**config.mk**
```make
export PLATFORM = sky130hd
export DESIGN_NAME = usb_endpoint_transfer_sequencer
export DESIGN_NICKNAME = d
export VERILOG_FILES = /design/src/hdl/uets_pkg.sv /design/src/hdl/uets_engine.sv /design/src/hdl/usb_endpoint_transfer_sequencer.sv
export SDC_FILE = /design/constraint.sdc
export NUM_CORES = 1
export LEC_CHECK = 0
export ABC_CLOCK_PERIOD_IN_PS = 11100
export BUFFER_PORTS_ARGS = -buffer_cell sky130_fd_sc_hd__buf_2
export CAP_MARGIN = 0
export CORE_UTILIZATION = 55
export DETAILED_ROUTE_END_ITERATION = 10
export MAX_ROUTING_LAYER = met4
export PLACE_DENSITY_LB_ADDON = 0.12
export REMOVE_ABC_BUFFERS = 1
export SYNTH_ARGS = -nofsm -noshare
export SYNTH_HDL_FRONTEND = slang
export SYNTH_SLANG_ARGS = --single-unit
```
**constraint.sdc**
```tcl
create_clock -name clk -period 11.1 [get_ports clk]
set_input_delay 2.22 -clock clk [delete_from_list [all_inputs] [get_ports clk]]
set_output_delay 2.22 -clock clk [all_outputs]
set_load 0.01 [all_outputs]
```
**src/hdl/uets_pkg.sv**
```systemverilog
// Shared types, constants and the descriptor arming function of the endpoint transfer sequencer.
package uets_pkg;

    localparam int unsigned ITEM_W = 67;
    localparam int unsigned RES_W  = 63;
    localparam int unsigned S_DATA_W = 72;
    localparam int unsigned M_DATA_W = 64;

    localparam logic [6:0] MAX_PACKET    = 7'd64;
    localparam logic [15:0] EP0_RX_LENGTH = 16'd64;
    localparam logic [9:0] SETUP_LENGTH  = 10'd8;

    localparam logic [1:0] FUNC_START = 2'd0;
    localparam logic [1:0] FUNC_DONE  = 2'd1;
    localparam logic [1:0] FUNC_ABORT = 2'd2;

    localparam logic [3:0] PID_OUT   = 4'd1;
    localparam logic [3:0] PID_IN    = 4'd9;
    localparam logic [3:0] PID_SETUP = 4'd13;

    localparam logic [1:0] ERR_NONE      = 2'd0;
    localparam logic [1:0] ERR_NO_BUFFER = 2'd1;
    localparam logic [1:0] ERR_BUSY      = 2'd2;
    localparam logic [1:0] ERR_BAD_PID   = 2'd3;

    localparam logic [1:0] CFG_RX_MAX_PACKET      = 2'd0;
    localparam logic [1:0] CFG_CONTROL_ENDPOINT   = 2'd1;
    localparam logic [1:0] CFG_CONTROL_RX_ADDRESS = 2'd2;

    localparam logic DIR_RX = 1'b0;
    localparam logic DIR_TX = 1'b1;

    // Last member sits in the lowest bits, matching the tdata layout.
    typedef struct packed {
        logic [1:0]  func;
        logic [9:0]  byte_count;
        logic [3:0]  token_pid;
        logic        zlp_request;
        logic [31:0] buffer_address;
        logic        data_toggle;
        logic [15:0] length;
        logic [1:0]  slot_code;
        logic        direction;
    } item_t;

    typedef struct packed {
        logic [1:0]  error_code;
        logic        setup_received;
        logic [15:0] bytes_done;
        logic        transfer_complete;
        logic        arm_toggle;
        logic [31:0] arm_address;
        logic [6:0]  arm_count;
        logic        arm_slot;
        logic        arm_direction;
        logic        arm_valid;
    } result_t;

    typedef struct packed {
        logic [6:0]  rx_max_packet;
        logic        control_endpoint;
        logic [31:0] control_rx_address;
    } cfg_t;

    typedef struct packed {
        logic        pingpong_index;
        logic        toggle_bit;
        logic [15:0] bytes_left;
        logic [15:0] bytes_moved;
        logic        zlp_pending;
        logic        buffer_set;
        logic [31:0] buffer_base;
        logic [1:0]  descriptor_owned;
    } dir_state_t;

    typedef struct packed {
        logic [1:0]  err;
        logic        slot;
        logic [6:0]  count;
        logic [31:0] address;
        logic        toggle;
    } arm_t;

    // Picks the preferred ping-pong slot, or the other one if that is busy.
    function automatic arm_t try_arm(input dir_state_t s);
        arm_t a;
        logic slot;
        a = '0;
        slot = s.pingpong_index;
        if (s.descriptor_owned[slot])
        begin
            slot = ~slot;
        end
        if (!s.buffer_set)
        begin
            a.err = ERR_NO_BUFFER;
        end
        else if (s.descriptor_owned[slot])
        begin
            a.err = ERR_BUSY;
        end
        else
        begin
            a.err     = ERR_NONE;
            a.slot    = slot;
            a.count   = (s.bytes_left < {9'd0, MAX_PACKET}) ? s.bytes_left[6:0] : MAX_PACKET;
            a.address = s.buffer_base + {16'd0, s.bytes_moved};
            a.toggle  = s.toggle_bit;
        end
        return a;
    endfunction

endpackage

```
**src/hdl/uets_engine.sv**
```systemverilog
// Per-direction transfer state and the single-pass step logic for one item.
module uets_engine (
    input  logic             clk,
    input  logic             rst_n,
    input  logic             step,
    input  uets_pkg::item_t  item,
    input  uets_pkg::cfg_t   cfg,
    output uets_pkg::result_t result
);
    import uets_pkg::*;

    dir_state_t st_reg [2];
    dir_state_t st_next [2];

    logic       arm_req;
    logic       arm_dir;
    logic       sd;
    arm_t       arm;
    logic [15:0] bytes;

    always_comb
    begin
        st_next[0] = st_reg[0];
        st_next[1] = st_reg[1];
        result = '0;
        arm_req = 1'b0;
        arm_dir = item.direction;
        sd = item.slot_code[1];
        bytes = '0;
        arm = '0;

        case (item.func)
            FUNC_START:
            begin
                st_next[item.direction].buffer_base = item.buffer_address;
                st_next[item.direction].buffer_set  = 1'b1;
                st_next[item.direction].bytes_left  = item.length;
                st_next[item.direction].bytes_moved = '0;
                st_next[item.direction].toggle_bit  = item.data_toggle;
                st_next[item.direction].zlp_pending = item.direction & item.zlp_request;
                arm_req = 1'b1;
                arm_dir = item.direction;
            end
            FUNC_DONE:
            begin
                st_next[sd].descriptor_owned[item.slot_code[0]] = 1'b0;
                st_next[sd].pingpong_index = ~st_reg[sd].pingpong_index;
                st_next[sd].toggle_bit     = ~st_reg[sd].toggle_bit;
                bytes = st_reg[sd].bytes_moved;
                if (item.token_pid == PID_IN)
                begin
                    st_next[DIR_TX].bytes_moved = st_reg[DIR_TX].bytes_moved
                                                  + {6'd0, item.byte_count};
                    st_next[DIR_TX].bytes_left =
                        ({6'd0, item.byte_count} > st_reg[DIR_TX].bytes_left) ? 16'd0
                        : st_reg[DIR_TX].bytes_left - {6'd0, item.byte_count};
                    bytes = st_next[DIR_TX].bytes_moved;
                    arm_dir = DIR_TX;
                    if (st_next[DIR_TX].bytes_left != 16'd0)
                    begin
                        arm_req = 1'b1;
                    end
                    else if (st_reg[DIR_TX].zlp_pending)
                    begin
                        st_next[DIR_TX].zlp_pending = 1'b0;
                        arm_req = 1'b1;
                    end
                    else
                    begin
                        result.transfer_complete = 1'b1;
                    end
                end
                else if (item.token_pid == PID_OUT)
                begin
                    st_next[DIR_RX].bytes_moved = st_reg[DIR_RX].bytes_moved
                                                  + {6'd0, item.byte_count};
                    if (item.byte_count == 10'd0
                        || {6'd0, item.byte_count} > st_reg[DIR_RX].bytes_left
                        || item.byte_count < {3'd0, cfg.rx_max_packet})
                    begin
                        st_next[DIR_RX].bytes_left = '0;
                    end
                    else
                    begin
                        st_next[DIR_RX].bytes_left = st_reg[DIR_RX].bytes_left
                                                     - {6'd0, item.byte_count};
                    end
                    bytes = st_next[DIR_RX].bytes_moved;
                    arm_dir = DIR_RX;
                    if (st_next[DIR_RX].bytes_left != 16'd0)
                    begin
                        arm_req = 1'b1;
                    end
                    else
                    begin
                        result.transfer_complete = 1'b1;
                        if (cfg.control_endpoint)
                        begin
                            // A control endpoint re-arms its receive buffer when a receive transfer completes.
                            st_next[DIR_RX].buffer_base = cfg.control_rx_address;
                            st_next[DIR_RX].buffer_set  = 1'b1;
                            st_next[DIR_RX].bytes_left  = EP0_RX_LENGTH;
                            st_next[DIR_RX].bytes_moved = '0;
                            st_next[DIR_RX].toggle_bit  = 1'b0;
                            arm_req = 1'b1;
                        end
                    end
                end
                else if (item.token_pid == PID_SETUP)
                begin
                    result.setup_received = cfg.control_endpoint
                                            & (item.byte_count == SETUP_LENGTH);
                end
                else
                begin
                    result.error_code = ERR_BAD_PID;
                end
            end
            FUNC_ABORT:
            begin
                st_next[item.direction] = '0;
                st_next[item.direction].pingpong_index =
                    st_reg[item.direction].pingpong_index
                    ^ st_reg[item.direction].descriptor_owned[0]
                    ^ st_reg[item.direction].descriptor_owned[1];
            end
            default:
            begin
                st_next[0] = st_reg[0];
            end
        endcase

        if (arm_req)
        begin
            arm = try_arm(st_next[arm_dir]);
            result.error_code = arm.err;
            if (arm.err == ERR_NONE)
            begin
                st_next[arm_dir].descriptor_owned[arm.slot] = 1'b1;
                result.arm_valid     = 1'b1;
                result.arm_direction = arm_dir;
                result.arm_slot      = arm.slot;
                result.arm_count     = arm.count;
                result.arm_address   = arm.address;
                result.arm_toggle    = arm.toggle;
            end
        end
        result.bytes_done = bytes;
    end

    always_ff @(posedge clk or negedge rst_n)
    begin
        if (!rst_n)
        begin
            st_reg[0] <= '0;
            st_reg[1] <= '0;
        end
        else if (step)
        begin
            st_reg[0] <= st_next[0];
            st_reg[1] <= st_next[1];
        end
    end

endmodule

```
**src/hdl/usb_endpoint_transfer_sequencer.sv**
```systemverilog
// Top level of the USB endpoint transfer sequencer: stream ports, configuration and staging.
//
//  Channel   Dir  Handshake              Payload
//  s_*       in   s_tvalid / s_tready    s_tuser func, s_tdata item fields
//  m_*       out  m_tvalid / m_tready    m_tdata result fields
//  cfg_*     in   cfg_we                 cfg_index, cfg_data
//
// Each beat is captured in the input register and is worked out in a single pass into
// the result register. Throughput is one beat per cycle while the result is not stalled;
// the endpoint state register is the only loop.
// Reset clears all transfer state and loads the configuration reset values.
// A stalled result holds the input register; s_tready drops only when both are full.
module usb_endpoint_transfer_sequencer (
    input  logic        clk,
    input  logic        rst_n,
    input  logic        s_tvalid,
    output logic        s_tready,
    // bits from 0: direction, slot_code[1:0], length[15:0], data_toggle,
    // buffer_address[31:0], zlp_request, token_pid[3:0], byte_count[9:0], zero fill
    input  logic [uets_pkg::S_DATA_W-1:0] s_tdata,
    // func[1:0]
    input  logic [1:0]  s_tuser,
    output logic        m_tvalid,
    input  logic        m_tready,
    // bits from 0: arm_valid, arm_direction, arm_slot, arm_count[6:0], arm_address[31:0],
    // arm_toggle, transfer_complete, bytes_done[15:0], setup_received, error_code[1:0], zero
    output logic [uets_pkg::M_DATA_W-1:0] m_tdata,
    input  logic        cfg_we,
    input  logic [1:0]  cfg_index,
    input  logic [31:0] cfg_data
);
    import uets_pkg::*;

    logic    in_valid_reg;
    item_t   in_item_reg;
    logic    out_valid_reg;
    result_t out_res_reg;
    result_t step_res;
    cfg_t    cfg;
    logic    step;

    logic [6:0]  rx_max_packet_reg;
    logic        control_endpoint_reg;
    logic [31:0] control_rx_address_reg;

    assign step     = in_valid_reg & (~out_valid_reg | m_tready);
    assign s_tready = ~in_valid_reg | step;
    assign m_tvalid = out_valid_reg;
    assign m_tdata  = {{(M_DATA_W - RES_W){1'b0}}, out_res_reg};

    assign cfg.rx_max_packet      = rx_max_packet_reg;
    assign cfg.control_endpoint   = control_endpoint_reg;
    assign cfg.control_rx_address = control_rx_address_reg;

    always_ff @(posedge clk or negedge rst_n)
    begin
        if (!rst_n)
        begin
            rx_max_packet_reg      <= MAX_PACKET;
            control_endpoint_reg   <= 1'b0;
            control_rx_address_reg <= '0;
        end
        else if (cfg_we)
        begin
            case (cfg_index)
                CFG_RX_MAX_PACKET:      rx_max_packet_reg      <= cfg_data[6:0];
                CFG_CONTROL_ENDPOINT:   control_endpoint_reg   <= cfg_data[0];
                CFG_CONTROL_RX_ADDRESS: control_rx_address_reg <= cfg_data;
                default:                rx_max_packet_reg      <= rx_max_packet_reg;
            endcase
        end
    end

    always_ff @(posedge clk or negedge rst_n)
    begin
        if (!rst_n)
        begin
            in_valid_reg  <= 1'b0;
            out_valid_reg <= 1'b0;
        end
        else
        begin
            if (s_tready)
            begin
                in_valid_reg <= s_tvalid;
            end
            if (step)
            begin
                out_valid_reg <= 1'b1;
            end
            else if (m_tready)
            begin
                out_valid_reg <= 1'b0;
            end
        end
    end

    always_ff @(posedge clk)
    begin
        if (s_tvalid && s_tready)
        begin
            in_item_reg <= {s_tuser, s_tdata[ITEM_W-1:0]};
        end
        if (step)
        begin
            out_res_reg <= step_res;
        end
    end

    uets_engine u_engine (
        .clk    (clk),
        .rst_n  (rst_n),
        .step   (step),
        .item   (in_item_reg),
        .cfg    (cfg),
        .result (step_res)
    );

endmodule

```
==> metrics.txt <==
first-pass GRT wire length approximately 100,000 um; largest net degree at the start of global routing 91; Max rail drop VDD around 0.14 mV; P per Cell Area around 170 nW/um^2; Hold Crit Class reg -> reg; root buffer cell clkbuf_16; final count of hold timing violations 0; Routed Antenna Nets 0; CP Class reg -> reg; post-synthesis sequential area ratio ~44%; Max Fanout on Critical Path 14; CP endpoint kind register; vias in the first global route about 17,000; final wirelength approximately 64,000 um; CP required around 11 ns; # Post-CTS Setup Buffers 0; H-tree levels 2; Final Cycle Share roughly four fifths; vias per cell 6.700; final setup fails 0; fin area about 22,000 um^2; Die Area around 36,000 um^2; Post-DP Area slightly above 20,000 um^2; total grt overflow 0; Area Overhead vs Synth 12.61%; WL/cell roughly 24 um; Slew Viols, Final 0; yosys synthesis warning count 0; Pre-antenna DRT Iters 6; CTS sink count approximately 310; RSZ-0062 raised after global routing false; insertion delay to the later sink of the worst-skew pair around 0.57 ns; Post-Syn Area 19,210 um^2; total of max-cap violations 0; Final HPWL DP roughly 42,000 um; worst path arrival time around 9.3 ns; final net count around 2,400; Post-synth ARST share around 58%; Initial DRC Count 1,956; # diodes 0; max reg flops between 100 and 150; Post-Syn Area per Cell 9.270 um^2; initial antenna violation count 0; PostCTS Resize Cnt 0; Mapped Cells about 2,100; status finished clean; startpoint types register; count of state elements after synthesis between 300 and 400; final design utilization around 63%; Rows 68; top-level port count around 180; total negative slack 0 ns; max incr delay on CP about 0.66 ns; cts bufs inserted 37; Die X between 150 and 200 um; Initial Util 55.74%; Die Y 188.9 um; Main synth FF type dfrtp_1; CTS tree yes; post-layout min period approximately 9.0 ns; distinct cell type count after synthesis 91; Hold Buf Count CTS 0; DR DRC count 0; max_slew headroom 17.25%; Worst Tran Pin Value between 1 and 1.5 ns; clk_skew 0.02270 ns; Pleak roughly 8.9 nW; share of layout cells above drive strength 1 between 10% and 20%; DR vias roughly 18,000; most used cell, CP a21oi_1; CTS Buffer Depth 3; CTS clock-pin slew for the worst setup and hold paths 0.06 ns; # port buffers 172; core area ~34,000 um^2; GP Congestion 0.9477; Post-synth EDFFs about 130; GR Util All Layers 37.45%; FMAX 110.8 MHz; CP max stage cell a21oi_1
cells in the mapped netlist, types with 15 or more instances:
library cell | count | share of area (%)
o211ai_1 | 22 | 0.86
edfxtp_1 | 132 | 21
nor4_1 | 17 | 0.55
dfrtp_1 | 180 | 23
nor3_1 | 36 | 0.94
mux2i_1 | 20 | 1.0
a21boi_0 | 21 | 0.82
and3_1 | 24 | 0.78
a31oi_1 | 30 | 0.98
nand2b_1 | 18 | 0.59
clkbuf_1 | 124 | 2.4
mux2_2 | 44 | 2.6
xnor2_1 | 49 | 2.2
a21oi_1 | 201 | 5.2
nor2_1 | 164 | 3.2
o22a_1 | 15 | 0.68
ha_1 | 62 | 4.0
a211oi_1 | 18 | 0.70
inv_1 | 49 | 0.96
a22oi_1 | 38 | 1.5
a22o_1 | 44 | 2.0
nand2_1 | 208 | 4.1
a21o_1 | 20 | 0.78
o21ai_0 | 190 | 5.0
o21bai_1 | 16 | 0.63
nand3_1 | 42 | 1.1
xor2_1 | 18 | 0.82
buf_1 | 17 | 0.33
a221oi_1 | 57 | 2.6
cell usage in the layout (no fill, tap or decap), drive strengths merged, types with 49 or more instances in the layout:
| cell type | instances |
|---|---|
| buf | 210 |
| nand2 | 208 |
| a21oi | 202 |
| o21ai | 192 |
| dfrtp | 180 |
| nor2 | 164 |
| edfxtp | 132 |
| ha | 62 |
| a221oi | 58 |
| clkbuf | 54 |
| inv | 50 |
| xnor2 | 49 |
cells by family (layout without fill, tap and decap cells):
logic type	Yosys count	in the layout	share of synthesized area [%]
other	1	1	0.01952
muxes	64	64	3.622
and+or+nand+nor	594	594	14.43
adders and majority gates	67	67	4.560
xor gates and xnor gates	67	67	3.055
DFF	313	313	44.22
buffers and inverters	199	330	3.980
AOI/OAI and AO/OA	767	767	26.11
report_power, final:
part | switching (mW) | internal (mW)
Combinational | 0.612 | 0.392
Clock | 0.507 | 0.711
Sequential | 0.160 | 1.37
layout make-up:
cell class	count	area, um^2
Clock buffer	53	1059
Fill cell	2945	12830
Sequential cell	313	8494
Inverter	51	193.9
Multi-Input combinational cell	1560	10010
Timing Repair Buffer	211	1175
Clock inverter	15	127.6
Tap cell	455	569.3
worst max-delay path, delay by kind of cell, from the launching register on:
family,cells,cell delay (ns)
compound gates,13,3.63
fa+ha+maj,3,1.04
mux,1,0.34
simple gates,11,3.12
flops,1,0.60
metrics by stage:
stage / power (mW) / worst slack [ns] / hold slack (ns) / instances
after detailed placement: 2.526 / 2.352 / 0.4680 / 2590
after CTS: 3.741 / 2.306 / 0.4836 / 2658
after global routing: 3.918 / 1.472 / 0.5059 / 2658
final: 3.755 / 2.073 / 0.4843 / 2658
after floorplan: 2.195 / 2.072 / 0.4497 / 1924
after global placement: 2.497 / 2.409 / 0.4602 / 2590
routing by layer:
layer / routed length (um) / up-vias / part of all wire [%] / track usage (%)
met5: 0 / - / 0 / -
met4: 2804 / 0 / 4.3 / 17.77
met3: 5917 / 182 / 9.2 / 5.765
met2: 29520 / 1077 / 46 / 57.17
met1: 26220 / 8559 / 41 / 49.04
li1: - / 7990 / - / -
path summary, 6_finish.rpt:
kind / start / endpoint / slack, ns / depth (start not counted)
max reg2reg: in_item_reg[57]$_DFFE_PP_ / m_tdata[39]$_SDFFCE_PP0P_ / 2.07 / 28
max in group asynchronous: rst_n / u_engine.st_reg[135]$_DFFE_PN0P_ / 7.28 / 3
min in group asynchronous: rst_n / u_engine.st_reg[42]$_DFFE_PN0P_ / 1.62 / 1
min reg2reg: u_engine.st_reg[34]$_DFFE_PN0P_ / u_engine.st_reg[34]$_DFFE_PN0P_ / 0.48 / 1
max: in_item_reg[57]$_DFFE_PP_ / m_tdata[39]$_SDFFCE_PP0P_ / 2.07 / 28
min: u_engine.st_reg[34]$_DFFE_PN0P_ / u_engine.st_reg[34]$_DFFE_PN0P_ / 0.48 / 1
Power figures use the tool's default switching activity.
